File: config.mk
export PLATFORM = sky130hd
export DESIGN_NAME = controller_input_smoother
export DESIGN_NICKNAME = d
export VERILOG_FILES = /design/src/design/csm_pkg.sv /design/src/design/csm_ctrl.sv /design/src/design/csm_dp.sv /design/src/design/controller_input_smoother.sv
export VERILOG_INCLUDE_DIRS = /design/src /design/src/design
export SDC_FILE = /design/constraint.sdc
export NUM_CORES = 2
export LEC_CHECK = 0
export ABC_AREA = 1
export BUFFER_PORTS_ARGS = -buffer_cell sky130_fd_sc_hd__buf_2
export CELL_PAD_IN_SITES_DETAIL_PLACEMENT = 0
export CELL_PAD_IN_SITES_GLOBAL_PLACEMENT = 1
export CORE_MARGIN = 2
export CORE_UTILIZATION = 50
export CTS_CLUSTER_SIZE = 24
export DETAILED_ROUTE_END_ITERATION = 6
export PLACE_DENSITY_LB_ADDON = 0.2
export SYNTH_ARGS = -nofsm -noshare
export SYNTH_HDL_FRONTEND = slang
export SYNTH_SLANG_ARGS = --single-unit
File: constraint.sdc
create_clock -name clk -period 12.8 [get_ports clk]
set_input_delay 0.64 -clock clk [delete_from_list [all_inputs] [get_ports clk]]
set_output_delay 0.64 -clock clk [all_outputs]
set_load 0.01 [all_outputs]
File: src/design/controller_input_smoother_defines.svh
// Assertion macros used by the state machine of the controller input smoother.
`ifndef CONTROLLER_INPUT_SMOOTHER_DEFINES_SVH
`define CONTROLLER_INPUT_SMOOTHER_DEFINES_SVH
`ifndef NO_ASSERTIONS
// Checked only once reset has been released.
`define CSM_ASSERT(lbl, prop, msg) \
  lbl: assert property (@(posedge clk) disable iff (!rst_n) prop) else $error(msg);
// Checked on every clock edge, reset included.
`define CSM_ASSERT_ALWAYS(lbl, prop, msg) \
  lbl: assert property (@(posedge clk) prop) else $error(msg);
`else
`define CSM_ASSERT(lbl, prop, msg)
`define CSM_ASSERT_ALWAYS(lbl, prop, msg)
`endif
`endif

File: src/design/csm_pkg.sv
// Package with the types and constants of the controller input smoother.
package csm_pkg;

  // Q1.14 unity.
  localparam logic [14:0] ONE_Q14 = 15'd16384;

  // Channel layout of one hand: four analogue channels, then the buttons.
  localparam int ANALOG_PER_HAND = 4;
  localparam int SHOWN_BUTTONS   = 7;
  localparam int RES_COUNT       = ANALOG_PER_HAND + SHOWN_BUTTONS;

  // Configuration port.
  localparam int CFG_IDX_W  = 2;
  localparam int CFG_DATA_W = 20;
  localparam logic [CFG_IDX_W-1:0] CFG_HAND_PRESENT = 2'd0;
  localparam logic [CFG_IDX_W-1:0] CFG_RATE         = 2'd1;
  localparam logic [CFG_IDX_W-1:0] CFG_MAX_STEP     = 2'd2;

  // alpha = floor(p * 2^14 / 10^6) = floor(p * 256 / 15625) for p below 10^6,
  // done as (p * RECIP_M) >> RECIP_SHIFT; exact for every p below 2^20.
  localparam logic [28:0] RECIP_M     = 29'd281474977;
  localparam int          RECIP_SHIFT = 34;
  localparam logic [29:0] ALPHA_SAT   = 30'd1000000;

  // Commands from the controller to the datapath.
  typedef struct packed {
    logic load;        // capture the input item
    logic alpha1;      // elapsed time times rate
    logic alpha2;      // scale to Q1.14 and saturate
    logic rd_en;       // read one level of the item's hand
    logic out_load;    // move the finished result to the output register
    logic out_accept;  // the result is for an accepted item
  } csm_cmd_t;

  // Status from the datapath to the controller.
  typedef struct packed {
    logic hand_ok;     // hand in range and present
  } csm_status_t;

endpackage

File: src/design/csm_ctrl.sv
// Controller state machine of the controller input smoother.
`include "controller_input_smoother_defines.svh"
module csm_ctrl #(
  parameter int CH  = 11,
  parameter int CHW = 4
) (
  input  logic                  clk,
  input  logic                  rst_n,
  input  logic                  in_valid,
  output logic                  in_ready,
  output logic                  out_valid,
  input  logic                  out_ready,
  input  csm_pkg::csm_status_t  status,
  output csm_pkg::csm_cmd_t     cmd,
  output logic [CHW-1:0]        rd_ch
);
  import csm_pkg::*;

  localparam logic [2:0] ST_IDLE   = 3'd0;
  localparam logic [2:0] ST_ALPHA1 = 3'd1;
  localparam logic [2:0] ST_ALPHA2 = 3'd2;
  localparam logic [2:0] ST_SMOOTH = 3'd3;
  localparam logic [2:0] ST_DRAIN  = 3'd4;
  localparam logic [2:0] ST_DONE   = 3'd5;

  localparam logic [CHW-1:0] CH_LAST = CHW'(CH - 1);

  logic [2:0]     state_r, state_nxt;
  logic [CHW-1:0] ch_r, ch_nxt;
  logic           acc_r, acc_nxt;
  logic           out_valid_r, out_valid_nxt;

  always_comb begin
    state_nxt  = state_r;
    ch_nxt     = ch_r;
    acc_nxt    = acc_r;
    cmd        = '0;
    in_ready   = (state_r == ST_IDLE);
    cmd.load   = in_valid && (state_r == ST_IDLE);
    cmd.out_accept = acc_r;
    case (state_r)
      ST_IDLE: begin
        if (in_valid) begin
          state_nxt = ST_ALPHA1;
        end
      end
      ST_ALPHA1: begin
        cmd.alpha1 = 1'b1;
        acc_nxt    = status.hand_ok;
        state_nxt  = status.hand_ok ? ST_ALPHA2 : ST_DONE;
      end
      ST_ALPHA2: begin
        cmd.alpha2 = 1'b1;
        ch_nxt     = '0;
        state_nxt  = ST_SMOOTH;
      end
      ST_SMOOTH: begin
        cmd.rd_en = 1'b1;
        if (ch_r == CH_LAST) begin
          state_nxt = ST_DRAIN;
        end else begin
          ch_nxt = ch_r + 1'b1;
        end
      end
      ST_DRAIN: begin
        state_nxt = ST_DONE;
      end
      ST_DONE: begin
        if (!out_valid_r || out_ready) begin
          cmd.out_load = 1'b1;
          state_nxt    = ST_IDLE;
        end
      end
      default: begin
        state_nxt = ST_IDLE;
      end
    endcase
  end

  always_comb begin
    out_valid_nxt = out_valid_r;
    if (out_valid_r && out_ready) begin
      out_valid_nxt = 1'b0;
    end
    if (cmd.out_load) begin
      out_valid_nxt = 1'b1;
    end
  end

  always_ff @(posedge clk) begin
    if (!rst_n) begin
      state_r     <= ST_IDLE;
      ch_r        <= '0;
      acc_r       <= 1'b0;
      out_valid_r <= 1'b0;
    end else begin
      state_r     <= state_nxt;
      ch_r        <= ch_nxt;
      acc_r       <= acc_nxt;
      out_valid_r <= out_valid_nxt;
    end
  end

  assign out_valid = out_valid_r;
  assign rd_ch     = ch_r;

  `CSM_ASSERT(a_accept_starts_item, in_valid && in_ready |=> state_r == ST_ALPHA1, "accepted item did not start")
  `CSM_ASSERT(a_ch_in_range, state_r == ST_SMOOTH |-> ch_r <= CH_LAST, "channel counter out of range")
  `CSM_ASSERT(a_no_overwrite, cmd.out_load |-> !out_valid_r || out_ready, "pending result overwritten")
  `CSM_ASSERT(a_valid_from_load, $rose(out_valid_r) |-> $past(cmd.out_load), "result shown without load")

endmodule

File: src/design/csm_dp.sv
// Datapath of the controller input smoother: configuration, alpha, level memory.
module csm_dp #(
  parameter int HAND_COUNT = 2,
  parameter int CH         = 11,
  parameter int CHW        = 4,
  parameter int HW         = 1
) (
  input  logic                                  clk,
  input  logic                                  rst_n,
  input  logic                                  cfg_wr_en,
  input  logic [csm_pkg::CFG_IDX_W-1:0]         cfg_index,
  input  logic [csm_pkg::CFG_DATA_W-1:0]        cfg_data,
  input  logic [1:0]                            in_hand,
  input  logic [19:0]                           in_elapsed_us,
  input  logic signed [15:0]                    in_trigger_in,
  input  logic signed [15:0]                    in_grip_in,
  input  logic signed [15:0]                    in_stick_x_in,
  input  logic signed [15:0]                    in_stick_y_in,
  input  logic [6:0]                            in_buttons_in,
  input  csm_pkg::csm_cmd_t                     cmd,
  input  logic [CHW-1:0]                        rd_ch,
  output csm_pkg::csm_status_t                  status,
  output logic                                  out_accepted,
  output logic [14:0]                           out_trigger_level,
  output logic [14:0]                           out_grip_level,
  output logic signed [15:0]                    out_stick_x_level,
  output logic signed [15:0]                    out_stick_y_level,
  output logic [14:0]                           out_button_level_0,
  output logic [14:0]                           out_button_level_1,
  output logic [14:0]                           out_button_level_2,
  output logic [14:0]                           out_button_level_3,
  output logic [14:0]                           out_button_level_4,
  output logic [14:0]                           out_button_level_5,
  output logic [14:0]                           out_button_level_6
);
  import csm_pkg::*;

  localparam int              HSLOTS    = 2 ** HW;
  localparam int              MEM_DEPTH = 2 ** (HW + CHW);
  localparam logic [2:0]      HC3       = 3'(HAND_COUNT);
  localparam logic [CHW-1:0]  RES_LIMIT = CHW'(RES_COUNT);
  localparam logic [CHW-1:0]  AN_LIMIT  = CHW'(ANALOG_PER_HAND);
  localparam logic [CHW-1:0]  BTN_LIMIT = CHW'(SHOWN_BUTTONS);

  function automatic logic signed [15:0] clamp_unit(input logic signed [15:0] v);
    logic signed [15:0] r;
    r = v;
    if (v < 16'sd0) r = 16'sd0;
    else if (v > 16'sd16384) r = 16'sd16384;
    return r;
  endfunction

  function automatic logic signed [15:0] clamp_sym(input logic signed [15:0] v);
    logic signed [15:0] r;
    r = v;
    if (v < -16'sd16384) r = -16'sd16384;
    else if (v > 16'sd16384) r = 16'sd16384;
    return r;
  endfunction

  // Configuration registers and per-hand started flags.
  logic [1:0]        present_r;
  logic [9:0]        rate_r;
  logic [19:0]       max_step_r;
  logic [HSLOTS-1:0] started_r;

  // Item registers.
  logic [1:0]         hand_r;
  logic [19:0]        elapsed_r;
  logic signed [15:0] tgt_r [ANALOG_PER_HAND];
  logic [6:0]         buttons_r;
  logic               started_item_r;
  logic [29:0]        p_r;
  logic [14:0]        alpha_r;

  // Level memory pipeline.
  logic signed [15:0] level_mem [MEM_DEPTH];
  logic signed [15:0] rd_data_r;
  logic               wr_en_r;
  logic [CHW-1:0]     wr_ch_r;
  logic signed [15:0] res_r [RES_COUNT];

  logic [HW-1:0]      hidx;
  logic               hand_ok;
  logic [19:0]        dt;
  logic [19:0]        mul_a;
  logic [28:0]        mul_b;
  logic [48:0]        mul_p;
  logic [14:0]        alpha_nxt;

  logic signed [15:0] lvl;
  logic signed [15:0] tgt;
  logic [CHW-1:0]     btn;
  logic signed [16:0] diff;
  logic signed [32:0] smooth_prod;
  logic signed [16:0] new_sum;
  logic signed [15:0] new_level;

  assign hidx    = hand_r[HW-1:0];
  assign hand_ok = ({1'b0, hand_r} < HC3) && (hand_r < 2'd2) && present_r[hand_r[0]];
  assign status.hand_ok = hand_ok;

  // Alpha: one multiplier used twice, first for dt * rate, then for the
  // reciprocal scaling of that product.
  assign dt    = (elapsed_r < max_step_r) ? elapsed_r : max_step_r;
  assign mul_a = cmd.alpha2 ? p_r[19:0] : dt;
  assign mul_b = cmd.alpha2 ? RECIP_M : {19'd0, rate_r};
  assign mul_p = 49'(mul_a) * 49'(mul_b);

  always_comb begin
    if (!started_item_r || (p_r >= ALPHA_SAT)) begin
      alpha_nxt = ONE_Q14;
    end else begin
      alpha_nxt = {1'b0, mul_p[RECIP_SHIFT+13:RECIP_SHIFT]};
    end
  end

  always_ff @(posedge clk) begin
    if (!rst_n) begin
      present_r  <= '0;
      rate_r     <= 10'd24;
      max_step_r <= 20'd50000;
      started_r  <= '0;
    end else begin
      if (cfg_wr_en) begin
        case (cfg_index)
          CFG_HAND_PRESENT: begin
            for (int h = 0; h < 2; h++) begin
              if (h < HAND_COUNT && (cfg_data[h] != present_r[h])) begin
                started_r[h] <= 1'b0;
              end
            end
            present_r <= cfg_data[1:0];
          end
          CFG_RATE:     rate_r     <= cfg_data[9:0];
          CFG_MAX_STEP: max_step_r <= cfg_data[19:0];
          default: ;
        endcase
      end
      if (cmd.alpha2) begin
        started_r[hidx] <= 1'b1;
      end
    end
  end

  always_ff @(posedge clk) begin
    if (cmd.load) begin
      hand_r    <= in_hand;
      elapsed_r <= in_elapsed_us;
      tgt_r[0]  <= clamp_unit(in_trigger_in);
      tgt_r[1]  <= clamp_unit(in_grip_in);
      tgt_r[2]  <= clamp_sym(in_stick_x_in);
      tgt_r[3]  <= clamp_sym(in_stick_y_in);
      buttons_r <= in_buttons_in;
    end
    if (cmd.alpha1) begin
      p_r            <= mul_p[29:0];
      started_item_r <= started_r[hidx];
    end
    if (cmd.alpha2) begin
      alpha_r <= alpha_nxt;
    end
  end

  // Smoothing step for the channel read in the previous cycle.
  assign btn = wr_ch_r - AN_LIMIT;
  always_comb begin
    if (wr_ch_r < AN_LIMIT) begin
      tgt = tgt_r[wr_ch_r[1:0]];
    end else if ((btn < BTN_LIMIT) && buttons_r[btn[2:0]]) begin
      tgt = 16'sd16384;
    end else begin
      tgt = 16'sd0;
    end
  end

  assign lvl         = started_item_r ? rd_data_r : 16'sd0;
  assign diff        = 17'(tgt) - 17'(lvl);
  assign smooth_prod = diff * $signed({1'b0, alpha_r});
  assign new_sum     = 17'(lvl) + smooth_prod[30:14];
  assign new_level   = new_sum[15:0];

  always_ff @(posedge clk) begin
    if (!rst_n) begin
      wr_en_r <= 1'b0;
    end else begin
      wr_en_r <= cmd.rd_en;
    end
  end

  always_ff @(posedge clk) begin
    wr_ch_r <= rd_ch;
    if (cmd.rd_en) begin
      rd_data_r <= level_mem[{hidx, rd_ch}];
    end
    if (wr_en_r) begin
      level_mem[{hidx, wr_ch_r}] <= new_level;
    end
  end

  always_ff @(posedge clk) begin
    if (wr_en_r && (wr_ch_r < RES_LIMIT)) begin
      res_r[wr_ch_r[3:0]] <= new_level;
    end
  end

  // Output register; a rejected item shows all levels as zero.
  always_ff @(posedge clk) begin
    if (cmd.out_load) begin
      out_accepted       <= cmd.out_accept;
      out_trigger_level  <= cmd.out_accept ? res_r[0][14:0]  : '0;
      out_grip_level     <= cmd.out_accept ? res_r[1][14:0]  : '0;
      out_stick_x_level  <= cmd.out_accept ? res_r[2]        : '0;
      out_stick_y_level  <= cmd.out_accept ? res_r[3]        : '0;
      out_button_level_0 <= cmd.out_accept ? res_r[4][14:0]  : '0;
      out_button_level_1 <= cmd.out_accept ? res_r[5][14:0]  : '0;
      out_button_level_2 <= cmd.out_accept ? res_r[6][14:0]  : '0;
      out_button_level_3 <= cmd.out_accept ? res_r[7][14:0]  : '0;
      out_button_level_4 <= cmd.out_accept ? res_r[8][14:0]  : '0;
      out_button_level_5 <= cmd.out_accept ? res_r[9][14:0]  : '0;
      out_button_level_6 <= cmd.out_accept ? res_r[10][14:0] : '0;
    end
  end

endmodule

File: src/design/controller_input_smoother.sv
// Top level of the controller input smoother: state machine plus datapath.
// An accepted item goes through the alpha steps, one level memory read per channel and a drain
// step before the hand-over into the output register; a rejected item goes straight to the hand-over.
// Items are taken one at a time; the single read port of the level memory serves one channel per cycle.
// Reset (synchronous, active low) restores the configuration defaults and clears the started
// flags; the level memory is not cleared, as a hand's first item overwrites every level.
module controller_input_smoother #(
  parameter int BUTTON_COUNT = 7,
  parameter int HAND_COUNT   = 2
) (
  input  logic                            clk,
  input  logic                            rst_n,
  input  logic                            cfg_wr_en,
  input  logic [csm_pkg::CFG_IDX_W-1:0]   cfg_index,
  input  logic [csm_pkg::CFG_DATA_W-1:0]  cfg_data,
  input  logic                            in_valid,
  output logic                            in_ready,
  input  logic [1:0]                      in_hand,
  input  logic [19:0]                     in_elapsed_us,
  input  logic signed [15:0]              in_trigger_in,
  input  logic signed [15:0]              in_grip_in,
  input  logic signed [15:0]              in_stick_x_in,
  input  logic signed [15:0]              in_stick_y_in,
  input  logic [6:0]                      in_buttons_in,
  output logic                            out_valid,
  input  logic                            out_ready,
  output logic                            out_accepted,
  output logic [14:0]                     out_trigger_level,
  output logic [14:0]                     out_grip_level,
  output logic signed [15:0]              out_stick_x_level,
  output logic signed [15:0]              out_stick_y_level,
  output logic [14:0]                     out_button_level_0,
  output logic [14:0]                     out_button_level_1,
  output logic [14:0]                     out_button_level_2,
  output logic [14:0]                     out_button_level_3,
  output logic [14:0]                     out_button_level_4,
  output logic [14:0]                     out_button_level_5,
  output logic [14:0]                     out_button_level_6
);
  import csm_pkg::*;

  // Each hand owns CH level channels: trigger, grip, stick x, stick y, then
  // one per button. The level memory is addressed by {hand, channel}.
  localparam int CH  = ANALOG_PER_HAND + BUTTON_COUNT;
  localparam int CHW = $clog2(CH);
  localparam int HW  = (HAND_COUNT > 1) ? $clog2(HAND_COUNT) : 1;

  csm_cmd_t       cmd;
  csm_status_t    status;
  logic [CHW-1:0] rd_ch;

  // The state machine sequences one item at a time: capture, two alpha
  // steps on the shared multiplier, one channel per cycle through the level
  // memory, a drain step and a hand-over into the output register. The output
  // register frees the input side, so the next item is taken while the
  // previous result still waits for the consumer.
  csm_ctrl #(
    .CH  (CH),
    .CHW (CHW)
  ) u_ctrl (
    .clk       (clk),
    .rst_n     (rst_n),
    .in_valid  (in_valid),
    .in_ready  (in_ready),
    .out_valid (out_valid),
    .out_ready (out_ready),
    .status    (status),
    .cmd       (cmd),
    .rd_ch     (rd_ch)
  );

  // The datapath holds the configuration registers, the started flags, the
  // item registers, the alpha arithmetic, the smoothing multiplier and the
  // level memory. A write to the presence register that changes a hand's bit
  // clears that hand's started flag, which makes its stored levels read as
  // zero until its next accepted item rewrites them.
  csm_dp #(
    .HAND_COUNT (HAND_COUNT),
    .CH         (CH),
    .CHW        (CHW),
    .HW         (HW)
  ) u_dp (
    .clk                (clk),
    .rst_n              (rst_n),
    .cfg_wr_en          (cfg_wr_en),
    .cfg_index          (cfg_index),
    .cfg_data           (cfg_data),
    .in_hand            (in_hand),
    .in_elapsed_us      (in_elapsed_us),
    .in_trigger_in      (in_trigger_in),
    .in_grip_in         (in_grip_in),
    .in_stick_x_in      (in_stick_x_in),
    .in_stick_y_in      (in_stick_y_in),
    .in_buttons_in      (in_buttons_in),
    .cmd                (cmd),
    .rd_ch              (rd_ch),
    .status             (status),
    .out_accepted       (out_accepted),
    .out_trigger_level  (out_trigger_level),
    .out_grip_level     (out_grip_level),
    .out_stick_x_level  (out_stick_x_level),
    .out_stick_y_level  (out_stick_y_level),
    .out_button_level_0 (out_button_level_0),
    .out_button_level_1 (out_button_level_1),
    .out_button_level_2 (out_button_level_2),
    .out_button_level_3 (out_button_level_3),
    .out_button_level_4 (out_button_level_4),
    .out_button_level_5 (out_button_level_5),
    .out_button_level_6 (out_button_level_6)
  );

endmodule
==> impl_metrics.csv <==
group,metric,value,unit
outcome,status,"finished clean",
sta,fin_worst_skew,81.17,ps
detailed_routing,routed.top_layer,"met5",
detailed_routing,wl_met1,78470,um
worst_setup_path,timing.rr.end,"u_dp.level_mem[29][14]",
clocking,cts_tree,"built",
detailed_routing,drc,0,
worst_setup_path,cp_slowest_cell,"xor2_4",
sta,final.min_clock_period,11380,ps
sta,relSlewSlack,14.25,%
clocking,h-tree-depth,3,
sta,rsz0062_at_grt,"false",
sta,hold_viol,0,
synth,syn_inst,5948,
global_routing,grt_max_degree,161,
synth,synthesis.area,0.06382,mm^2
synth,synthFlopType,"edfxtp_1",
clocking,hold_buffers,0,
detailed_routing,drtAntennaViolNets,0,
floorplanning,dieArea,0.1305,mm^2
floorplanning,num_rows,131,
detailed_routing,drt_iter0_drc,4843,
synth,synth_top_area_cell,"edfxtp_1",
synth,syn_nets,6957,
hold_path,min_path_type,"in2reg",
detailed_routing,wl_met3,17710,um
clocking,cts_root_buffer,"clkbuf_16",
worst_setup_path,crit_path_max_incr_delay,880,ps
sta,setup_viol,0,
sta,worst_pin_slew,1286,ps
synth,synth-edff-count,1000,
final_layout,drive_above_1_share,10.35,%
worst_setup_path,reg2reg_depth,45,
clocking,cts_buffer_depth,3,
synth,synth-seq-cells,1048,
clocking,cts_buffers,107,
synth,synth-seq-area-share,48.56,%
floorplanning,pin_count,290,
final_layout,area_growth,11.73,%
place,numPortBuffers,289,
synth,synth_area_leaders,"edfxtp_1 47%, fa_1 17%, ha_1 6.9%",
synth,synth_most_common_cell,"inv_1",
floorplanning,start_util,50.18,%
floorplanning,core_area,0.1272,mm^2
global_routing,grt_pass1_vias,44640,
worst_setup_path,r2r_slack,1420,ps
worst_setup_path,crit_fanout,43,
clocking,post_cts.repair.setup_buffers,0,
hold_path,hold_start,"in_buttons_in[3]",
final_layout,final_nets,7265,
detailed_routing,wl,196500,um
place,place_congestion,0.9933,
worst_setup_path,critPathLaunchType,"flop",
floorplanning,die_w,361.3,um
detailed_routing,first_pass_iters,6,
hold_path,hold_end,"u_dp.buttons_r[3]",
clocking,cts.repair.resized,0,
global_routing,grt_antenna_before_repair,12,
detailed_routing,via_per_inst,5.539,
global_routing,gr-total-overflow,0,
worst_setup_path,critPathCaptureType,"flop",
synth,syn_avg_cell_area,10.73,um^2
place,dp_hpwl,147200,um
sta,fmax,87.85,MHz
global_routing,grt_pass1_wl,289300,um
worst_setup_path,critical_path_class,"reg2reg",
detailed_routing,vias,44400,
sta,fin_crit_sh,88.93,%
worst_setup_path,reg2reg_from,"u_dp.wr_ch_r[0]",
synth,netlist_top_cells_count,"1,170 x inv_1, 1,000 x edfxtp_1, 797 x nand2_1",
synth,netlist-cell-type-count,60,
synth,synth_warnings,0,
floorplanning,fp.dieH,361.3,um
detailed_routing,wl_met2,93490,um
sta,slew_violations,0,
sta,tns,0,ps
job,cap_violations,0,
clocking,clk_pin_slew,60,ps
synth,yosysTopAreaCellShare,47.05,%
clocking,cts_sinks,1048,
worst_setup_path,cp.required,13190,ps
global_routing,grt_usage,30.38,%
hold_path,holdPathStages,1,
clocking,insertion_delay,770,ps
worst_setup_path,cp_data_arrival_time,11770,ps
synth,async_reset_ff_share,0,%
detailed_routing,wire_per_inst,24.50,um
[sequential cells by signal, summed over array words and instances, names as in the netlist, 16 cells and up]
signal	cells
u_dp.elapsed_r	20
u_dp.level_mem	512
u_dp.max_step_r	20
u_dp.out_stick_x_level	16
u_dp.out_stick_y_level	16
u_dp.p_r	30
u_dp.rd_data_r	16
u_dp.res_r	167
u_dp.tgt_r	62
[worst max-delay path by stage]
stage | startpoint | to | slack [ps]
3_5_place_dp | u_dp.wr_ch_r[0] | u_dp.res_r[1][8] | 1330
2_1_floorplan | u_dp.wr_ch_r[2] | u_dp.level_mem[0][10] | 2840
5_1_grt | u_dp.wr_ch_r[0] | u_dp.level_mem[11][14] | 560
4_1_cts | u_dp.wr_ch_r[0] | u_dp.level_mem[13][8] | 1350
3_3_place_gp | u_dp.wr_ch_r[0] | u_dp.res_r[1][8] | 1480
6_report | u_dp.wr_ch_r[0] | u_dp.level_mem[29][14] | 1420
[cells in the final DEF, fill, tap and decap left out, types with 13 or more instances in the layout]
cell,netlist,routed
xor2_1,48,38
nand3_1,125,125
a22oi_1,31,31
nand2_1,797,797
nand4_1,37,37
nor2_1,705,700
buf_2,28,289
clkinv_1,5,26
clkbuf_16,0,107
nor3_1,17,13
edfxtp_1,1000,1000
o22ai_1,78,78
a21oi_1,168,168
ha_1,352,351
buf_4,1,102
o21ai_2,22,22
fa_1,537,536
dfxtp_1,48,44
o221ai_1,52,52
or2_2,13,13
o21ai_0,355,355
o21ai_1,24,24
inv_1,1170,1168
clkinv_2,0,19
xnor2_1,24,20
clkbuf_1,156,23
o211ai_1,21,21
[metrics by stage]
stage / util, % / hold WS (ps) / cell area, um^2 / worst slack (ps) / std cells
floorplan: - / 363.0 / 63820 / 2840 / 5948
finish: 56.06 / 109.7 / 71310 / 1416 / 8017
global route: 56.05 / 84.23 / 71300 / 559.8 / 8012
CTS: 56.05 / 63.96 / 71300 / 1353 / 8012
detailed placement: 53.18 / 444.7 / 67640 / 1332 / 7809
global placement: 53.18 / 443.9 / 67640 / 1481 / 7809
[worst max-delay path: cells and delay by family (launching register included)]
| family | cells | cell delay (ps) |
|---|---|---|
| buffers and inverters | 9 | 1180 |
| XOR/XNOR | 2 | 1060 |
| AND/OR/NAND/NOR | 15 | 1770 |
| AO/OA/AOI/OAI | 10 | 2350 |
| adder cells (fa/ha/maj) | 9 | 4320 |
| flip-flops | 1 | 340 |
[area by class of cell]
cell class	instances	area, um^2
tap	1662	2079
multi-input combinational	3521	27870
inverter	1186	4458
sequential	1048	31000
fill	11050	55880
antenna	5	12.51
clock buffer	140	2902
timing repair buffer	392	2232
clock inverter	63	750.7
[cells by family after synthesis]
family / Yosys count / share of synthesized area (%)
xor gates and xnor gates: 74 / 1.039
adders and majority gates: 889 / 23.74
and+or+nand+nor: 1744 / 11.00
AOI/OAI and AO/OA: 814 / 7.463
buffers and inverters: 1379 / 8.195
DFF: 1048 / 48.56
[per-layer routing]
layer  up-vias  global-route usage (%)
met3       311                   5.621
met4         2                   9.763
met1     22260                   41.11
met5         -                       0
met2      1880                   49.86
li1      19950                       -
Power is left out: the tool's default activity adds up to more than one toggle a clock period on the data nets, which glitch-free logic cannot reach.
